[src/hdl/csvrs_pkg.sv]
// Shared constants and types of the CSV record splitter.
`timescale 1ns / 1ps

package csvrs_pkg;

   localparam int FIELD_BYTES = 64;
   localparam int MAX_COLUMNS = 255;
   localparam int ADDR_W      = $clog2(FIELD_BYTES);
   localparam int LEN_W       = $clog2(FIELD_BYTES + 2);
   localparam int COL_W       = 8;
   localparam int QUEUE_DEPTH = 2;

   localparam logic [7:0] QUOTE_CH = 8'd34;
   localparam logic [7:0] COMMA_CH = 8'd44;
   localparam logic [7:0] LINE_CH  = 8'd10;

   localparam logic KIND_TEXT = 1'b0;
   localparam logic KIND_EOS  = 1'b1;

   // One field to drain, or the marker of a stream that ended inside quotes.
   typedef struct packed {
      logic             start;
      logic [LEN_W-1:0] stop;
      logic             rec_end;
      logic [COL_W-1:0] cols;
      logic             ovf;
      logic             unterm;
   } cmd_type;

   typedef struct packed {
      logic              we;
      logic [ADDR_W-1:0] addr;
      logic [7:0]        data;
   } wr_type;

   typedef struct packed {
      logic not_empty;
      logic full;
   } queue_status_type;

endpackage

[src/hdl/csvrs_front.sv]
// Front end: quote tracking, field buffering and drain commands.
`timescale 1ns / 1ps

module csvrs_front (
   input  logic               clock,
   input  logic               reset,
   input  logic               req_valid,
   output logic               req_ready,
   input  logic               req_kind,
   input  logic [7:0]         req_data_byte,
   input  logic               go,
   output logic               cmd_push,
   output csvrs_pkg::cmd_type cmd_data,
   output csvrs_pkg::wr_type  buf_wr
);
   import csvrs_pkg::*;

   logic             in_quotes_ff, in_quotes_in;
   logic             quote_pending_ff, quote_pending_in;
   logic             at_record_start_ff, at_record_start_in;
   logic [LEN_W-1:0] field_length_ff, field_length_in;
   logic             overflow_seen_ff, overflow_seen_in;
   logic [COL_W-1:0] columns_ff, columns_in;
   logic             first_quote_ff, first_quote_in;
   logic             last_quote_ff, last_quote_in;

   logic             accept;
   logic             is_quote;
   logic             has_room;
   logic             toggled;
   logic             do_store, do_emit, emit_rec, emit_unterm;
   logic             clr_field, clr_record;
   logic             strip;
   logic [COL_W-1:0] cnt_next;

   assign req_ready = go;
   assign accept    = req_valid && req_ready;
   assign is_quote  = (req_data_byte == QUOTE_CH);
   assign has_room  = (field_length_ff < LEN_W'(FIELD_BYTES));
   assign cnt_next  = (columns_ff == COL_W'(MAX_COLUMNS)) ? COL_W'(MAX_COLUMNS)
                                                           : columns_ff + 1'b1;

   always_comb begin
      in_quotes_in       = in_quotes_ff;
      quote_pending_in   = quote_pending_ff;
      at_record_start_in = at_record_start_ff;
      field_length_in    = field_length_ff;
      overflow_seen_in   = overflow_seen_ff;
      columns_in         = columns_ff;
      first_quote_in     = first_quote_ff;
      last_quote_in      = last_quote_ff;
      toggled            = in_quotes_ff;
      do_store           = 1'b0;
      do_emit            = 1'b0;
      emit_rec           = 1'b0;
      emit_unterm        = 1'b0;
      clr_field          = 1'b0;
      clr_record         = 1'b0;

      if (accept) begin
         if (req_kind == KIND_EOS) begin
            toggled = in_quotes_ff ^ quote_pending_ff;
            if (toggled) begin
               do_emit     = 1'b1;
               emit_rec    = 1'b1;
               emit_unterm = 1'b1;
            end else if (!at_record_start_ff) begin
               do_emit  = 1'b1;
               emit_rec = 1'b1;
            end
            clr_record = 1'b1;
         end else begin
            at_record_start_in = 1'b0;
            quote_pending_in   = 1'b0;
            if (quote_pending_ff && is_quote) begin
               // doubled quote: literal pair, mode unchanged
               do_store = 1'b1;
            end else begin
               if (quote_pending_ff) toggled = ~in_quotes_ff;
               in_quotes_in = toggled;
               if (is_quote) begin
                  do_store         = 1'b1;
                  quote_pending_in = 1'b1;
               end else if (!toggled && req_data_byte == COMMA_CH) begin
                  do_emit   = 1'b1;
                  clr_field = 1'b1;
               end else if (!toggled && req_data_byte == LINE_CH) begin
                  do_emit    = 1'b1;
                  emit_rec   = 1'b1;
                  clr_record = 1'b1;
               end else begin
                  do_store = 1'b1;
               end
            end
         end
      end

      if (do_store) begin
         if (has_room) begin
            field_length_in = field_length_ff + 1'b1;
            if (field_length_ff == '0) first_quote_in = is_quote;
            last_quote_in = is_quote;
         end else begin
            overflow_seen_in = 1'b1;
         end
      end

      if (do_emit && !emit_unterm) columns_in = cnt_next;

      if (clr_field || clr_record) begin
         field_length_in  = '0;
         overflow_seen_in = 1'b0;
      end
      if (clr_record) begin
         in_quotes_in       = 1'b0;
         quote_pending_in   = 1'b0;
         at_record_start_in = 1'b1;
         columns_in         = '0;
      end
   end

   assign strip = (field_length_ff != '0) && first_quote_ff && last_quote_ff;

   always_comb begin
      cmd_push         = do_emit;
      cmd_data.start   = strip;
      cmd_data.stop    = strip ? field_length_ff - 1'b1 : field_length_ff;
      cmd_data.rec_end = emit_rec;
      cmd_data.unterm  = emit_unterm;
      cmd_data.ovf     = emit_unterm ? 1'b0 : overflow_seen_ff;
      if (emit_unterm) cmd_data.cols = columns_ff;
      else if (emit_rec) cmd_data.cols = cnt_next;
      else cmd_data.cols = '0;
   end

   assign buf_wr.we   = do_store && has_room;
   assign buf_wr.addr = field_length_ff[ADDR_W-1:0];
   assign buf_wr.data = req_data_byte;

   always_ff @(posedge clock) begin
      if (reset) begin
         in_quotes_ff       <= 1'b0;
         quote_pending_ff   <= 1'b0;
         at_record_start_ff <= 1'b1;
         field_length_ff    <= '0;
         overflow_seen_ff   <= 1'b0;
         columns_ff         <= '0;
      end else begin
         in_quotes_ff       <= in_quotes_in;
         quote_pending_ff   <= quote_pending_in;
         at_record_start_ff <= at_record_start_in;
         field_length_ff    <= field_length_in;
         overflow_seen_ff   <= overflow_seen_in;
         columns_ff         <= columns_in;
      end
   end

   always_ff @(posedge clock) begin
      first_quote_ff <= first_quote_in;
      last_quote_ff  <= last_quote_in;
   end

endmodule

[src/hdl/csvrs_cmd_queue.sv]
// Short FIFO of drain commands between front and back.
`timescale 1ns / 1ps

module csvrs_cmd_queue (
   input  logic                        clock,
   input  logic                        reset,
   input  logic                        push,
   input  csvrs_pkg::cmd_type          push_data,
   input  logic                        pop,
   output csvrs_pkg::cmd_type          head,
   output csvrs_pkg::queue_status_type status
);
   import csvrs_pkg::*;

   localparam int PTR_W = $clog2(QUEUE_DEPTH);
   localparam int CNT_W = $clog2(QUEUE_DEPTH + 1);

   cmd_type          slots_ff [QUEUE_DEPTH];
   logic [PTR_W-1:0] wr_ptr_ff, wr_ptr_in;
   logic [PTR_W-1:0] rd_ptr_ff, rd_ptr_in;
   logic [CNT_W-1:0] count_ff, count_in;
   logic             do_push, do_pop;

   assign status.not_empty = (count_ff != '0);
   assign status.full      = (count_ff == CNT_W'(QUEUE_DEPTH));
   assign do_push          = push && !status.full;
   assign do_pop           = pop && status.not_empty;
   assign head             = slots_ff[rd_ptr_ff];

   always_comb begin
      wr_ptr_in = wr_ptr_ff;
      rd_ptr_in = rd_ptr_ff;
      count_in  = count_ff;
      if (do_push) begin
         wr_ptr_in = (wr_ptr_ff == PTR_W'(QUEUE_DEPTH - 1)) ? '0 : wr_ptr_ff + 1'b1;
      end
      if (do_pop) begin
         rd_ptr_in = (rd_ptr_ff == PTR_W'(QUEUE_DEPTH - 1)) ? '0 : rd_ptr_ff + 1'b1;
      end
      if (do_push && !do_pop) count_in = count_ff + 1'b1;
      else if (do_pop && !do_push) count_in = count_ff - 1'b1;
   end

   always_ff @(posedge clock) begin
      if (reset) begin
         wr_ptr_ff <= '0;
         rd_ptr_ff <= '0;
         count_ff  <= '0;
      end else begin
         wr_ptr_ff <= wr_ptr_in;
         rd_ptr_ff <= rd_ptr_in;
         count_ff  <= count_in;
      end
   end

   always_ff @(posedge clock) begin
      if (do_push) slots_ff[wr_ptr_ff] <= push_data;
   end

endmodule

[src/hdl/csvrs_back.sv]
// Back end: field buffer and the unescaping drain sequencer with its output register.
`timescale 1ns / 1ps

module csvrs_back (
   input  logic                        clock,
   input  logic                        reset,
   input  csvrs_pkg::wr_type           buf_wr,
   input  csvrs_pkg::cmd_type          cmd_head,
   input  csvrs_pkg::queue_status_type q_status,
   output logic                        cmd_pop,
   output logic                        idle,
   output logic                        rsp_valid,
   input  logic                        rsp_ready,
   output logic [7:0]                  rsp_out_byte,
   output logic                        rsp_byte_valid,
   output logic                        rsp_field_end,
   output logic                        rsp_record_end,
   output logic [7:0]                  rsp_column_count,
   output logic                        rsp_unterminated,
   output logic                        rsp_field_overflow
);
   import csvrs_pkg::*;

   localparam logic [1:0] ST_IDLE  = 2'd0;
   localparam logic [1:0] ST_FETCH = 2'd1;
   localparam logic [1:0] ST_EMIT  = 2'd2;
   localparam logic [1:0] ST_MARK  = 2'd3;

   logic [7:0]       field_mem [FIELD_BYTES];
   logic [7:0]       rd0_ff, rd1_ff;

   logic [1:0]       state_ff, state_in;
   cmd_type          cmd_ff, cmd_in;
   logic [LEN_W-1:0] pos_ff, pos_in;
   logic [LEN_W-1:0] pos_plus1, pos_next;
   logic             pair, last;

   logic             out_valid_ff, out_valid_in;
   logic [7:0]       out_byte_ff, out_byte_in;
   logic             out_bvalid_ff, out_bvalid_in;
   logic             out_fend_ff, out_fend_in;
   logic             out_rend_ff, out_rend_in;
   logic [COL_W-1:0] out_cols_ff, out_cols_in;
   logic             out_unterm_ff, out_unterm_in;
   logic             out_ovf_ff, out_ovf_in;
   logic             slot_free, load;

   assign idle      = (state_ff == ST_IDLE);
   assign cmd_pop   = idle && q_status.not_empty;
   assign slot_free = !out_valid_ff || rsp_ready;
   assign pos_plus1 = pos_ff + 1'b1;
   assign pair      = (rd0_ff == QUOTE_CH) && (pos_plus1 < cmd_ff.stop) && (rd1_ff == QUOTE_CH);
   assign pos_next  = pair ? pos_ff + LEN_W'(2) : pos_plus1;
   assign last      = (pos_next >= cmd_ff.stop);

   always_comb begin
      state_in      = state_ff;
      cmd_in        = cmd_ff;
      pos_in        = pos_ff;
      load          = 1'b0;
      out_byte_in   = out_byte_ff;
      out_bvalid_in = out_bvalid_ff;
      out_fend_in   = out_fend_ff;
      out_rend_in   = out_rend_ff;
      out_cols_in   = out_cols_ff;
      out_unterm_in = out_unterm_ff;
      out_ovf_in    = out_ovf_ff;

      unique case (state_ff)
         ST_IDLE: begin
            if (q_status.not_empty) begin
               cmd_in = cmd_head;
               pos_in = {{(LEN_W-1){1'b0}}, cmd_head.start};
               if (cmd_head.unterm || ({{(LEN_W-1){1'b0}}, cmd_head.start} >= cmd_head.stop))
                  state_in = ST_MARK;
               else
                  state_in = ST_FETCH;
            end
         end
         ST_FETCH: state_in = ST_EMIT;
         ST_EMIT: begin
            if (slot_free) begin
               load          = 1'b1;
               out_byte_in   = rd0_ff;
               out_bvalid_in = 1'b1;
               out_fend_in   = last;
               out_rend_in   = last && cmd_ff.rec_end;
               out_cols_in   = last ? cmd_ff.cols : '0;
               out_unterm_in = 1'b0;
               out_ovf_in    = last && cmd_ff.ovf;
               pos_in        = pos_next;
               state_in      = last ? ST_IDLE : ST_FETCH;
            end
         end
         ST_MARK: begin
            if (slot_free) begin
               load          = 1'b1;
               out_byte_in   = '0;
               out_bvalid_in = 1'b0;
               out_fend_in   = 1'b1;
               out_rend_in   = cmd_ff.rec_end;
               out_cols_in   = cmd_ff.cols;
               out_unterm_in = cmd_ff.unterm;
               out_ovf_in    = cmd_ff.ovf;
               state_in      = ST_IDLE;
            end
         end
         default: state_in = ST_IDLE;
      endcase

      if (load) out_valid_in = 1'b1;
      else if (rsp_ready) out_valid_in = 1'b0;
      else out_valid_in = out_valid_ff;
   end

   always_ff @(posedge clock) begin
      if (buf_wr.we) field_mem[buf_wr.addr] <= buf_wr.data;
      if (state_ff == ST_FETCH) begin
         rd0_ff <= field_mem[pos_ff[ADDR_W-1:0]];
         rd1_ff <= field_mem[pos_plus1[ADDR_W-1:0]];
      end
   end

   always_ff @(posedge clock) begin
      if (reset) begin
         state_ff     <= ST_IDLE;
         out_valid_ff <= 1'b0;
      end else begin
         state_ff     <= state_in;
         out_valid_ff <= out_valid_in;
      end
   end

   always_ff @(posedge clock) begin
      cmd_ff        <= cmd_in;
      pos_ff        <= pos_in;
      out_byte_ff   <= out_byte_in;
      out_bvalid_ff <= out_bvalid_in;
      out_fend_ff   <= out_fend_in;
      out_rend_ff   <= out_rend_in;
      out_cols_ff   <= out_cols_in;
      out_unterm_ff <= out_unterm_in;
      out_ovf_ff    <= out_ovf_in;
   end

   assign rsp_valid          = out_valid_ff;
   assign rsp_out_byte       = out_byte_ff;
   assign rsp_byte_valid     = out_bvalid_ff;
   assign rsp_field_end      = out_fend_ff;
   assign rsp_record_end     = out_rend_ff;
   assign rsp_column_count   = out_cols_ff;
   assign rsp_unterminated   = out_unterm_ff;
   assign rsp_field_overflow = out_ovf_ff;

`ifndef SYNTH
   a_mid_is_byte: assert property (@(posedge clock) disable iff (reset)
      (out_valid_ff && !out_fend_ff) |-> out_bvalid_ff)
      else $error("result inside a field carries no byte");
   a_unterm_shape: assert property (@(posedge clock) disable iff (reset)
      (out_valid_ff && out_unterm_ff) |-> (out_fend_ff && out_rend_ff && !out_bvalid_ff))
      else $error("unterminated marker has wrong flags");
   a_cols_only_at_end: assert property (@(posedge clock) disable iff (reset)
      (out_valid_ff && !out_rend_ff) |-> (out_cols_ff == '0))
      else $error("column count outside record end");
   a_idle_holds: assert property (@(posedge clock) disable iff (reset)
      (state_ff == ST_IDLE && !q_status.not_empty) |=> (state_ff == ST_IDLE))
      else $error("drain started without a command");
`endif

endmodule

[src/hdl/csv_record_splitter.sv]
// Top level of the CSV record splitter.
//
// Input channel (req_*): one item per transfer, either a text byte (req_kind 0,
// req_data_byte) or end of stream (req_kind 1). Result channel (rsp_*): one
// unescaped field byte per transfer; the last result of a field has
// rsp_field_end set, and rsp_record_end with rsp_column_count on the record's
// last field. Empty fields and an unterminated stream give one marker result
// with rsp_byte_valid low.
// A text byte that does not end a field is taken while the drain sequencer is
// idle and the command queue is empty. A delimiter or end of stream queues a
// drain of the buffered field; new input waits until the drain sequencer is
// idle again. The sequencer takes the command from the queue, then for each
// emitted byte reads the buffer and loads the output register; an empty field
// or a marker goes straight from the command to the output register load.
// Results sit in an output register: while rsp_ready is low the drain holds, and
// since input waits for an idle drain, the stall reaches the input at the next
// delimiter or end of stream. Synchronous reset returns the parser to record
// start and empties the queue and the output register; the field buffer needs
// no clearing.
`timescale 1ns / 1ps

module csv_record_splitter (
   input  logic       clock,
   input  logic       reset,
   input  logic       req_valid,
   output logic       req_ready,
   input  logic       req_kind,
   input  logic [7:0] req_data_byte,
   output logic       rsp_valid,
   input  logic       rsp_ready,
   output logic [7:0] rsp_out_byte,
   output logic       rsp_byte_valid,
   output logic       rsp_field_end,
   output logic       rsp_record_end,
   output logic [7:0] rsp_column_count,
   output logic       rsp_unterminated,
   output logic       rsp_field_overflow
);
   import csvrs_pkg::*;

   cmd_type          push_data, head;
   wr_type           buf_wr;
   queue_status_type q_status;
   logic             push, pop, back_idle, front_go;

   assign front_go = back_idle && !q_status.not_empty;

   csvrs_front u_front (
      .clock         (clock),
      .reset         (reset),
      .req_valid     (req_valid),
      .req_ready     (req_ready),
      .req_kind      (req_kind),
      .req_data_byte (req_data_byte),
      .go            (front_go),
      .cmd_push      (push),
      .cmd_data      (push_data),
      .buf_wr        (buf_wr)
   );

   csvrs_cmd_queue u_queue (
      .clock     (clock),
      .reset     (reset),
      .push      (push),
      .push_data (push_data),
      .pop       (pop),
      .head      (head),
      .status    (q_status)
   );

   csvrs_back u_back (
      .clock              (clock),
      .reset              (reset),
      .buf_wr             (buf_wr),
      .cmd_head           (head),
      .q_status           (q_status),
      .cmd_pop            (pop),
      .idle               (back_idle),
      .rsp_valid          (rsp_valid),
      .rsp_ready          (rsp_ready),
      .rsp_out_byte       (rsp_out_byte),
      .rsp_byte_valid     (rsp_byte_valid),
      .rsp_field_end      (rsp_field_end),
      .rsp_record_end     (rsp_record_end),
      .rsp_column_count   (rsp_column_count),
      .rsp_unterminated   (rsp_unterminated),
      .rsp_field_overflow (rsp_field_overflow)
   );

endmodule

[config.mk]
export PLATFORM = sky130hd
export DESIGN_NAME = csv_record_splitter
export DESIGN_NICKNAME = d
export VERILOG_FILES = /design/src/hdl/csvrs_pkg.sv /design/src/hdl/csvrs_front.sv /design/src/hdl/csvrs_cmd_queue.sv /design/src/hdl/csvrs_back.sv /design/src/hdl/csv_record_splitter.sv
export SDC_FILE = /design/constraint.sdc
export NUM_CORES = 1
export LEC_CHECK = 0
export BUFFER_PORTS_ARGS = -buffer_cell sky130_fd_sc_hd__buf_2
export CAP_MARGIN = 20
export CORE_UTILIZATION = 68
export DETAILED_ROUTE_END_ITERATION = 8
export HOLD_SLACK_MARGIN = 0.12
export PLACE_DENSITY = 0.85
export SLEW_MARGIN = 25
export SYNTH_ARGS = -nofsm -noshare
export SYNTH_HDL_FRONTEND = slang
export SYNTH_SLANG_ARGS = --single-unit
[constraint.sdc]
create_clock -name clock -period 7 [get_ports clock]
set_input_delay 1.05 -clock clock [delete_from_list [all_inputs] [get_ports clock]]
set_output_delay 1.05 -clock clock [all_outputs]
set_load 0.05 [all_outputs]
==> results.md, run 1 <==
- Ys flop type: edfxtp_1
- Synthesized area per cell: 17.7 um2
- TNS Setup: 0 ps
- Count leader, synth: edfxtp_1
- Synth top cells by count: edfxtp_1 (614), mux4_2 (257), nand2_1 (113), nor2_1 (108), clkbuf_1 (51)
- RePlAce Congestion: 0.943
- Largest net degree at the start of global routing: 145
- TritonCTS buffer count: 60
- Post-synthesis sequential area ratio: 0.645
- Vias: 17561
- Top Ports: 36
- CTS tree: yes
- Syn Nets: 1697
- Via/cell ratio: 7.63
- Hold_buf cts: 0
- Largest cells by area after synthesis: edfxtp_1 (63%), mux4_2 (20%), dfxtp_1 (1.8%)
- Routed WL: 77300 um
- Worst-Skew Late Latency: 630 ps
- Clock sinks: 641
- Crit-path cells: buf_4 -> ha_1 -> nand2_1 -> xor2_1 -> inv_1 -> ha_1 -> o2111a_1 -> a211oi_2 -> o2111ai_1 -> xnor2_1 -> ha_1 -> o21ai_0 -> nor2_1 -> nor2_1 -> o31ai_1 -> nand2b_1 -> and2_1
- Layout Nets: 1709
- DRC: 0
- Unique masters post-synth: 63
- Ant. Diodes: 0
- Yosys Warn Count: 0
- Worst-margin pin slew: 1060 ps
- Post-route ant nets: 0
- Fin. max-slew vios: 0
- Buffers inserted by post-CTS timing repair: 0
- Initial antenna violation count: 1
- Status: finished clean
- Wire length per cell: 33.6 um
- DP Worst Slack: 2090 ps
- Port bufs: 35
- Yosys top cell area share: 0.627
- Critical-path top delay cell: a211oi_2
- Setup Viol. Count Final: 0
- Core Region: 0.0423 mm2
- Max-slew headroom: 0.295
- Area delta synth->final: 9.23%
- Achievable frequency: 199 MHz
- Synthesized area: 0.0294 mm2
- Final min period: 5040 ps
- P per Cell Area: 451 mW/mm2
- Dpl hpwl: 49100 um
- Setup CP Type: reg2reg
- Worst Path Required: 7360 ps
- Register bit count reported by yosys: 641
- Final-layout fill cell count: 2251
- CP dominant cell by count: ha_1
- Fraction of layout cells with a size suffix above 1: 0.260
- CP Launch Type: flop
- VDD IR-drop max: 0.400 mV
- Post-synthesis async set-or-reset flop share: 0
- Tightest Hold Check Type: reg2reg
- Root Buffer: clkbuf_16
- Worst-path clk slew: 60 ps
- Syn Inst Count: 1664
- CP arrival: 5400 ps
- Die Span Y: 210 um
- Final WS setup: 1960 ps
- H-tree depth reported by CTS: 2
- RSZ-0062 raised after global routing: false
- Die area: 0.0441 mm2
- Global-route wire length before repair: 114000 um
- Leakage power: 10.3 nW
- First-pass iteration count of the detailed router: 6
- DRT iter0 DRCs: 2941
- Worst Skew: 26.8 ps
- Hold violation count in the final report: 0
- Fin crit share: 0.719
- Total gr overflow: 0
- PostCTS Resize Cnt: 0
- Cell taking the most area after synthesis: edfxtp_1
- Die width: 210 um
- Worst-path fanout max: 40
- Vias in the first global route: 17172
- Row count: 75
- CP Capture Type: flop
- CP max stage delay: 610 ps
- Initial core utilization: 0.695
- EDFF count, synth: 614
- Largest buffer count on any clock path: 3
- All-Layer GR Usage: 0.359
- Max Cap Viol: 0
## placed cells by master (no fill, tap or decap), types with 7 or more instances in the layout
cell and instances:
edfxtp_1 614, mux4_2 257, nand2_1 113, nor2_1 105
clkbuf_16 61, a22oi_1 40, buf_2 35, and2_1 29
mux2i_1 28, dfxtp_1 27, o21ai_0 24, buf_4 24
a32oi_1 21, inv_1 20, mux2_2 19, ha_1 19
nand3_1 18, a21oi_1 16, a22o_1 16, a221oi_1 16
clkinv_2 15, xor2_1 14, clkbuf_1 13, a211oi_1 11
clkinv_1 10, bufinv_16 10, xnor2_1 9, nor2b_1 9
and3_1 9, nor3_1 9, and4_1 8, o221ai_1 8
a31oi_1 8, or3_1 7
## per-stage QoR
step           area [um2]  power [mW]  hold WS (ps)  instances  utilization
2_1_floorplan       29400        9.16           429       1664            -
3_3_place_gp        30100        10.8           459       2190        0.711
3_5_place_dp        30100        10.9           478       2190        0.711
4_1_cts             32100        14.3           488       2302        0.758
5_1_grt             32100        14.9           505       2303        0.759
6_report            32100        14.5           504       2303        0.759
## cells by family (layout without fill, tap and decap cells)
logic type / after synthesis / in the layout / synth area share
AND/OR/NAND/NOR: 357 / 357 / 0.0596
adder cells (fa/ha/maj): 20 / 20 / 0.00850
flip-flops: 641 / 641 / 0.645
multiplexers: 304 / 304 / 0.213
buffers and inverters: 133 / 195 / 0.0191
AO/OA/AOI/OAI: 185 / 185 / 0.0472
XOR/XNOR: 24 / 24 / 0.00714
## sequential cells by signal (all words and copies together), names as in the netlist, 2 cells and up, named ones only
name and count:
u_back.cmd_ff 18, u_back.field_mem 512, u_back.pos_ff 7, u_back.rd0_ff 8, u_back.rd1_ff 8, u_back.rsp_column_count 8, u_back.rsp_out_byte 8, u_back.state_ff 2
u_front.columns_ff 8, u_front.field_length_ff 7, u_queue.count_ff 2, u_queue.slots_ff 38
## power by group
group / leakage, nW / internal, mW / switching, mW
Clock: 0.990 / 1.97 / 1.42
Combinational: 3.52 / 2.62 / 3.78
Sequential: 5.76 / 4.54 / 0.166
## final cells by class
class,count,area (um2),share of cell area
flip-flops and latches,641,19000,0.590
multi-input cells,890,9930,0.309
clock buffers,75,1590,0.0494
well taps,577,722,0.0225
clock inverters,37,428,0.0133
repair buffers,62,414,0.0129
inverters,21,78.8,0.00245
## critical path: cells and delay by family (launching register included)
family | cells | cell delay, ps
compound gates | 5 | 1380
xor+xnor | 2 | 560
fa+ha+maj | 3 | 920
buf+inv | 2 | 710
flops | 1 | 340
simple gates | 5 | 860
## routing by layer
layer	routed length (um)	GRT usage
met1	26300	0.470
met3	10000	0.0992
met2	36800	0.570
met5	10	0
met4	4110	0.165
## path summary, 6_finish.rpt
path                                    from                    endpoint  slack, ps  cells past startpoint
setup / recovery            u_back.pos_ff[1]  u_back.rsp_column_count[5]       1960                     17
hold / removal    u_front.at_record_start_ff  u_front.at_record_start_ff        500                      2
setup reg to reg            u_back.pos_ff[1]  u_back.rsp_column_count[5]       1960                     17
hold reg to reg   u_front.at_record_start_ff  u_front.at_record_start_ff        500                      2
Power figures use the tool's default switching activity.
==> run 2, diff against run 1 <==
--- a/config.mk
+++ b/config.mk
@@ -7,10 +7,10 @@
 export LEC_CHECK = 0
 export BUFFER_PORTS_ARGS = -buffer_cell sky130_fd_sc_hd__buf_2
 export CAP_MARGIN = 20
-export CORE_UTILIZATION = 68
+export CORE_UTILIZATION = 63
 export DETAILED_ROUTE_END_ITERATION = 8
 export HOLD_SLACK_MARGIN = 0.12
-export PLACE_DENSITY = 0.85
+export PLACE_DENSITY = 0.8
 export SLEW_MARGIN = 25
 export SYNTH_ARGS = -nofsm -noshare
 export SYNTH_HDL_FRONTEND = slang
==> constraint.sdc (replaced) <==
create_clock -name clock -period 5.1 [get_ports clock]
set_input_delay 0.765 -clock clock [delete_from_list [all_inputs] [get_ports clock]]
set_output_delay 0.765 -clock clock [all_outputs]
set_load 0.05 [all_outputs]
==> run 2 against run 1 <==
Net effect:
- sequential share of layout area fell by 0.71 points
- critical path depth decreased by 1
- power up 36%
- critical endpoint is now u_back.rsp_column_count[6]
==> results.md, run 2 (synthesis results as in run 1) <==
- Post-route ant nets: 0 (unchanged)
- Power Internal: 12.4 mW (+36%)
- Vias in the first global route: 17291 (+0.69%)
- Buffers inserted by post-CTS timing repair: 0 (unchanged)
- Max reg flops: 512 (unchanged)
- Fin crit share: 0.929 (+0.210)
- RePlAce Congestion: 0.969 (+2.7%)
- CP arrival: 5070 ps (-330 ps)
- Fraction of layout cells with a size suffix above 1: 0.276 (+0.0159)
- Top Ports: 36 (unchanged)
- Crit-path cells: ha_4 -> nand3_1 -> xor2_1 -> inv_1 -> ha_1 -> o2111a_1 -> a211oi_2 -> o2111ai_1 -> xnor2_1 -> ha_1 -> o21ai_0 -> nor2_1 -> nor2_1 -> o31ai_1 -> nand2b_1 -> and2_1
- Commonest non-fill, non-tap cells in the layout: edfxtp_1 (614), mux4_2 (257), nand2_1 (113)
- Die area: 0.0476 mm2 (+7.9%)
- Via/cell ratio: 7.39 (-3.1%)
- Layout Nets: 1767 (+3.4%)
- Clk network pwr share: 0.231 (-0.003)
- Fin. max-slew vios: 0 (unchanged)
- Psw: 7.25 mW (+35%)
- Net Sw Frac: 0.369 (-0.00189)
- Row count: 78 (+4.0%)
- Max Cap Viol: 0 (unchanged)
- Dpl cells: 2265 (+3.4%)
- Final Instance Count excl. Fillers: 2382 (+3.4%)
- Area post-placement: 0.0305 mm2 (+1.5%)
- CTS tree: yes
- Cell count of the worst reg-to-reg path: 16 (-1)
- Global-route wire length before repair: 113000 um (-0.60%)
- Area delta synth->final: 10.6%
- TritonCTS buffer count: 67 (+12%)
- CP Launch Type: flop
- Worst-path fanout max: 11 (-73%)
- Clock sinks: 641 (unchanged)
- Dpl hpwl: 49100 um (+0.11%)
- Worst Skew: 21.4 ps (-5.38 ps)
- TNS Setup: 0 ps (unchanged)
- Critical-path top delay cell: a211oi_2
- H-tree depth reported by CTS: 3 (+1)
- RSZ-0062 raised after global routing: false
- Combinational Power Share: 0.440 (about the same)
- Worst Min Path Start: u_front.at_record_start_ff
- Worst-Skew Late Latency: 600 ps (-30 ps)
- Final min period: 4740 ps (-298 ps)
- Most common cell after layout, fill and taps aside: edfxtp_1
- Largest buffer count on any clock path: 3 (unchanged)
- DRC: 0 (unchanged)
- DRT iter0 DRCs: 2878 (-2.1%)
- Die Span Y: 218 um (+3.9%)
- Wire length per cell: 32.0 um (-4.6%)
- Initial antenna violation count: 3 (+2)
- Tightest Hold Check Type: reg2reg
- Worst-path clk slew: 60 ps (about the same)
- Initial core utilization: 0.643 (-0.0524)
- CP Capture Type: flop
- Design Area, Final: 0.0325 mm2 (+1.2%)
- Reg2Reg Launch Point: u_back.pos_ff[1]
- Hold worst-path end: u_front.at_record_start_ff
- Vias: 17601 (+0.23%)
- Hold_buf cts: 0 (unchanged)
- Register bank with the most flops: u_back.field_mem
- Largest registers: u_back.field_mem: 512 flops, u_queue.slots_ff: 38 flops, u_back.cmd_ff: 18 flops
- Flop-to-flop setup slack: 360 ps (-1600 ps)
- Final hold slack: 481 ps (-22.1 ps)
- Core Region: 0.0458 mm2 (+8.2%)
- Hold violation count in the final report: 0 (unchanged)
- CP max stage delay: 620 ps (about the same)
- Worst hold stages: 2 (unchanged)
- Leakage power: 10.5 nW (+2.5%)
- Setup CP Type: reg2reg
- Seq pwr share: 0.329 (+0.005)
- First-pass iteration count of the detailed router: 6 (unchanged)
- Setup Viol. Count Final: 0 (unchanged)
- Port bufs: 35 (unchanged)
- Max-slew headroom: 0.284 (-0.0102)
- PostCTS Resize Cnt: 0 (unchanged)
- Crit Reg-Reg Endpoint: u_back.rsp_column_count[6]
- Root Buffer: clkbuf_16
- Worst Path Required: 5430 ps (-1930 ps)
- Largest net degree at the start of global routing: 149 (+2.8%)
- Status: finished clean
- Worst-margin pin slew: 1070 ps (+7.12 ps)
- VDD IR-drop max: 0.549 mV (+37%)
- Total gr overflow: 0 (unchanged)
- Achievable frequency: 211 MHz (+6.3%)
- Die width: 218 um (+3.9%)
- P per Cell Area: 604 mW/mm2 (+34%)
- Routed WL: 76200 um (-1.3%)
- All-Layer GR Usage: 0.332 (-0.0272)
==> run 2: cell count changes in the layout (fill, tap and decap cells not counted), moves of 3 or more <==
cell	change
clkbuf_16	+10
bufinv_16	-9
diode_2	+3
clkinv_1	+7
clkinv_2	-7
buf_4	+51
==> run 2: metrics by stage <==
step	worst slack, ps	utilization	total power, mW
6_report	362	0.711	19.7
2_1_floorplan	1080	-	12.6
5_1_grt	76.1	0.711	20.3
3_5_place_dp	471	0.667	15.0
4_1_cts	419	0.711	19.5
3_3_place_gp	741	0.667	14.9
==> run 2: power groups by stage <==
stage               clock [mW]  combinational (mW)  sequential, mW
finish                    4.53                8.64            6.47
detailed placement           0                8.45            6.57
global route              4.74                9.02            6.50
CTS                       4.55                8.53            6.46
floorplan                    0                5.94            6.63
global placement             0                8.39            6.55
==> run 2: critical path: cells and delay by family, from the launching register on <==
family                   cells  cell delay [ps]
flip-flops                   1              540
AO/OA/AOI/OAI                5             1310
adder cells (fa/ha/maj)      3              860
XOR/XNOR                     2              690
AND/OR/NAND/NOR              5              860
buffers and inverters        1              230
==> run 2: layout make-up <==
cell class	instances	area, um2
diodes	3	7.51
clock buffers	87	1850
clock inverters	27	143
fillers	2703	13200
inverters	21	78.8
multi-input cells	890	9930
flip-flops and latches	641	19000
well taps	600	751
repair buffers	113	798
==> run 2: worst max path at each step <==
stage	start	to	slack (ps)	cells past startpoint
after global placement	u_back.pos_ff[1]	u_back.rsp_record_end	740	16
after detailed placement	u_back.pos_ff[1]	u_back.rsp_column_count[6]	470	16
after floorplan	u_back.pos_ff[1]	u_back.rsp_column_count[0]	1080	19
after CTS	u_back.pos_ff[1]	u_back.rsp_column_count[6]	420	16
after global routing	u_back.pos_ff[1]	u_back.rsp_column_count[6]	80	17
final	u_back.pos_ff[1]	u_back.rsp_column_count[6]	360	16
==> run 2: per-layer routing <==
| layer | vias up | part of all wire | global-route usage |
|---|---|---|---|
| met3 | 218 | 0.12 | 0.0830 |
| met4 | 2 | 0.047 | 0.145 |
| met5 | - | 0.00017 | 0 |
| met1 | 8970 | 0.36 | 0.459 |
| li1 | 7048 | - | - |
| met2 | 1363 | 0.47 | 0.508 |
==> run 3, diff against run 2 <==
--- a/config.mk
+++ b/config.mk
@@ -7,10 +7,10 @@
 export LEC_CHECK = 0
 export BUFFER_PORTS_ARGS = -buffer_cell sky130_fd_sc_hd__buf_2
 export CAP_MARGIN = 20
-export CORE_UTILIZATION = 63
+export CORE_UTILIZATION = 57
 export DETAILED_ROUTE_END_ITERATION = 8
 export HOLD_SLACK_MARGIN = 0.12
-export PLACE_DENSITY = 0.8
+export PLACE_DENSITY = 0.76
 export SLEW_MARGIN = 25
 export SYNTH_ARGS = -nofsm -noshare
 export SYNTH_HDL_FRONTEND = slang
==> constraint.sdc (replaced) <==
create_clock -name clock -period 3.91 [get_ports clock]
set_input_delay 0.5865 -clock clock [delete_from_list [all_inputs] [get_ports clock]]
set_output_delay 0.5865 -clock clock [all_outputs]
set_load 0.02 [all_outputs]
==> run 3 against run 2 <==
Net effect:
- utilization down 6.2 points
- maximum frequency up 24%
- worst hold slack worse by 160 ps
- non-clock buffer count down 2
- largest cell class unchanged
- highest routed layer is now met4
==> results.md, run 3 (synthesis results as in run 1) <==
- Status: finished clean
- Worst-path clk slew: 70 ps (about the same)
- Tightest Hold Check Type: in2reg
- Storage element area: 0.0190 mm2 (unchanged)
- H-tree depth reported by CTS: 3 (unchanged)
- Root Buffer: clkbuf_16
- Register bank with the most flops: u_back.field_mem
- Core Region: 0.0506 mm2 (+11%)
- Worst-Skew Late Latency: 610 ps (about the same)
- Seq pwr share: 0.319 (-0.010)
- Clk network pwr share: 0.236 (+0.005)
- Fin crit share: 0.977 (+0.0476)
- Post-Route Utilization: 0.649 (-0.0619)
- Post-route ant nets: 0 (unchanged)
- Initial core utilization: 0.582 (-0.0611)
- Top Ports: 36 (unchanged)
- Hold violation count in the final report: 0 (unchanged)
- Max reg flops: 512 (unchanged)
- Final-layout fill cell count: 3277 (+21%)
- Die area: 0.0525 mm2 (+10%)
- CTS tree: yes
- Via/cell ratio: 7.06 (-4.5%)
- Area post-placement: 0.0307 mm2 (+0.39%)
- Port bufs: 35 (unchanged)
- Largest registers: u_back.field_mem: 512 flops, u_queue.slots_ff: 38 flops, u_back.cmd_ff: 18 flops
- CP Launch Type: flop
- Max Cap Viol: 0 (unchanged)
- Final min period: 3820 ps (-919 ps)
- Design Area, Final: 0.0328 mm2 (+0.89%)
- Final hold slack: 319 ps (-163 ps)
- Power Internal: 16.9 mW (+36%)
- Global-route wire length before repair: 112000 um (-1.0%)
- Initial antenna violation count: 0 (-3)
- Psw: 9.38 mW (+29%)
- RePlAce Congestion: 0.952 (-1.7%)
- Die Span Y: 229 um (+5.1%)
- Dpl hpwl: 48300 um (-1.6%)
- Vias: 17321 (-1.6%)
- Total gr overflow: 0 (unchanged)
- Worst Skew: 28.8 ps (+7.39 ps)
- Area delta synth->final: 11.5%
- Routed WL: 76200 um (-0.10%)
- Worst-path fanout max: 11 (unchanged)
- TritonCTS buffer count: 68 (+1.5%)
- Vias in the first global route: 17206 (-0.49%)
- CP Capture Type: flop
- DRC: 0 (unchanged)
- Worst Path Required: 4260 ps (-1170 ps)
- Max-slew headroom: 0.272 (-0.0124)
- First-pass iteration count of the detailed router: 5 (-1)
- Die width: 229 um (+5.1%)
- DRT iter0 DRCs: 2217 (-23%)
- Commonest non-fill, non-tap cells in the layout: edfxtp_1 (614), mux4_2 (257), nand2_1 (113)
- DP Worst Slack: -68.5 ps (-539 ps)
- Leakage power: 10.6 nW (+0.55%)
- Fraction of layout cells with a size suffix above 1: 0.283 (+0.00739)
- VDD IR-drop max: 0.772 mV (+41%)
- Layout Nets: 1766 (-0.057%)
- Largest buffer count on any clock path: 3 (unchanged)
- P per Cell Area: 801 mW/mm2 (+33%)
- Fin. max-slew vios: 0 (unchanged)
- Final WS setup: 91.5 ps (-271 ps)
- Clock sinks: 641 (unchanged)
- Multi-input logic area: 0.00998 mm2 (+0.52%)
- Ant. Diodes: 0 (-3)
- All-Layer GR Usage: 0.294 (-0.0381)
- CP arrival: 4160 ps (-910 ps)
- Net Sw Frac: 0.357 (-0.0118)
- Most common cell after layout, fill and taps aside: edfxtp_1
- Wire length per cell: 31.0 um (-3.0%)
- Largest net degree at the start of global routing: 132 (-11%)
- TNS Setup: 0 ps (unchanged)
- Combinational Power Share: 0.445 (+0.005)
- Flop-to-flop setup slack: 90 ps (-270 ps)
- Setup CP Type: reg2reg
- Row count: 82 (+5.1%)
- Setup Viol. Count Final: 0 (unchanged)
- Worst-margin pin slew: 1080 ps (+18.5 ps)
- Hold_buf cts: 0 (unchanged)
- Achievable frequency: 262 MHz (+24%)
## run 3: cell count changes in the layout (fill, tap and decap cells not counted), sizes merged
cell and change:
clkdlybuf4s15 +1, diode -3, buf -3, clkbuf +2, bufinv +3
## run 3: cell type report
class / instances / area share
well taps: 672 / 0.0256
repair buffers: 111 / 0.0256
multi-input cells: 890 / 0.304
inverters: 21 / 0.00240
flip-flops and latches: 641 / 0.578
clock inverters: 30 / 0.00755
clock buffers: 89 / 0.0565
## run 3: power by group through the flow
stage | Sequential (mW) | Combinational [mW] | Clock [mW]
2_1_floorplan | 8.48 | 7.73 | 0
3_3_place_gp | 8.50 | 11.3 | 0
3_5_place_dp | 8.51 | 11.4 | 0
4_1_cts | 8.37 | 11.5 | 6.22
5_1_grt | 8.41 | 12.3 | 6.48
6_report | 8.39 | 11.7 | 6.19
## run 3: routing by layer
| layer | vias to the layer above | track usage | part of all wire |
|---|---|---|---|
| met2 | 1157 | 0.455 | 0.47 |
| met1 | 8912 | 0.393 | 0.36 |
| met3 | 193 | 0.0743 | 0.12 |
| met5 | - | 0 | 0 |
| li1 | 7059 | - | - |
| met4 | 0 | 0.142 | 0.048 |
## run 3: worst paths after layout
path | start | endpoint | cells after the start
setup / recovery | u_back.pos_ff[2] | u_back.rsp_column_count[1] | 17
hold / removal | reset | flop | 2
setup reg to reg | u_back.pos_ff[2] | u_back.rsp_column_count[1] | 17
hold reg to reg | u_front.overflow_seen_ff | u_front.overflow_seen_ff | 2
## run 3: timing repair
action | in CTS | in global routing
endpoints found under the hold margin | 0 | 0
pin swaps | 1 | 3
gates resized for setup | 2 | 10
cloned | 0 | 1
buffers inserted | 0 | 0
setup endpoints to repair | 10 | 11
## run 3: stage by stage
step	instances	total power [mW]
after floorplan	1664	16.2
after global placement	2334	19.8
after detailed placement	2334	20.0
after CTS	2453	26.1
after global routing	2454	27.2
final	2454	26.3
## run 3: worst max-delay path, cell delays in order (launching register included)
cell	delay, ps
edfxtp_1	420
ha_2	220
nand2_1	110
xor2_1	200
inv_1	100
ha_1	300
o2111a_1	280
a211oi_2	270
buf_4	210
o2111ai_1	130
xnor2_1	200
ha_1	250
a211oi_2	250
nor2_1	70
nor2_1	80
o31ai_1	90
nand2b_4	200
and2_1	190
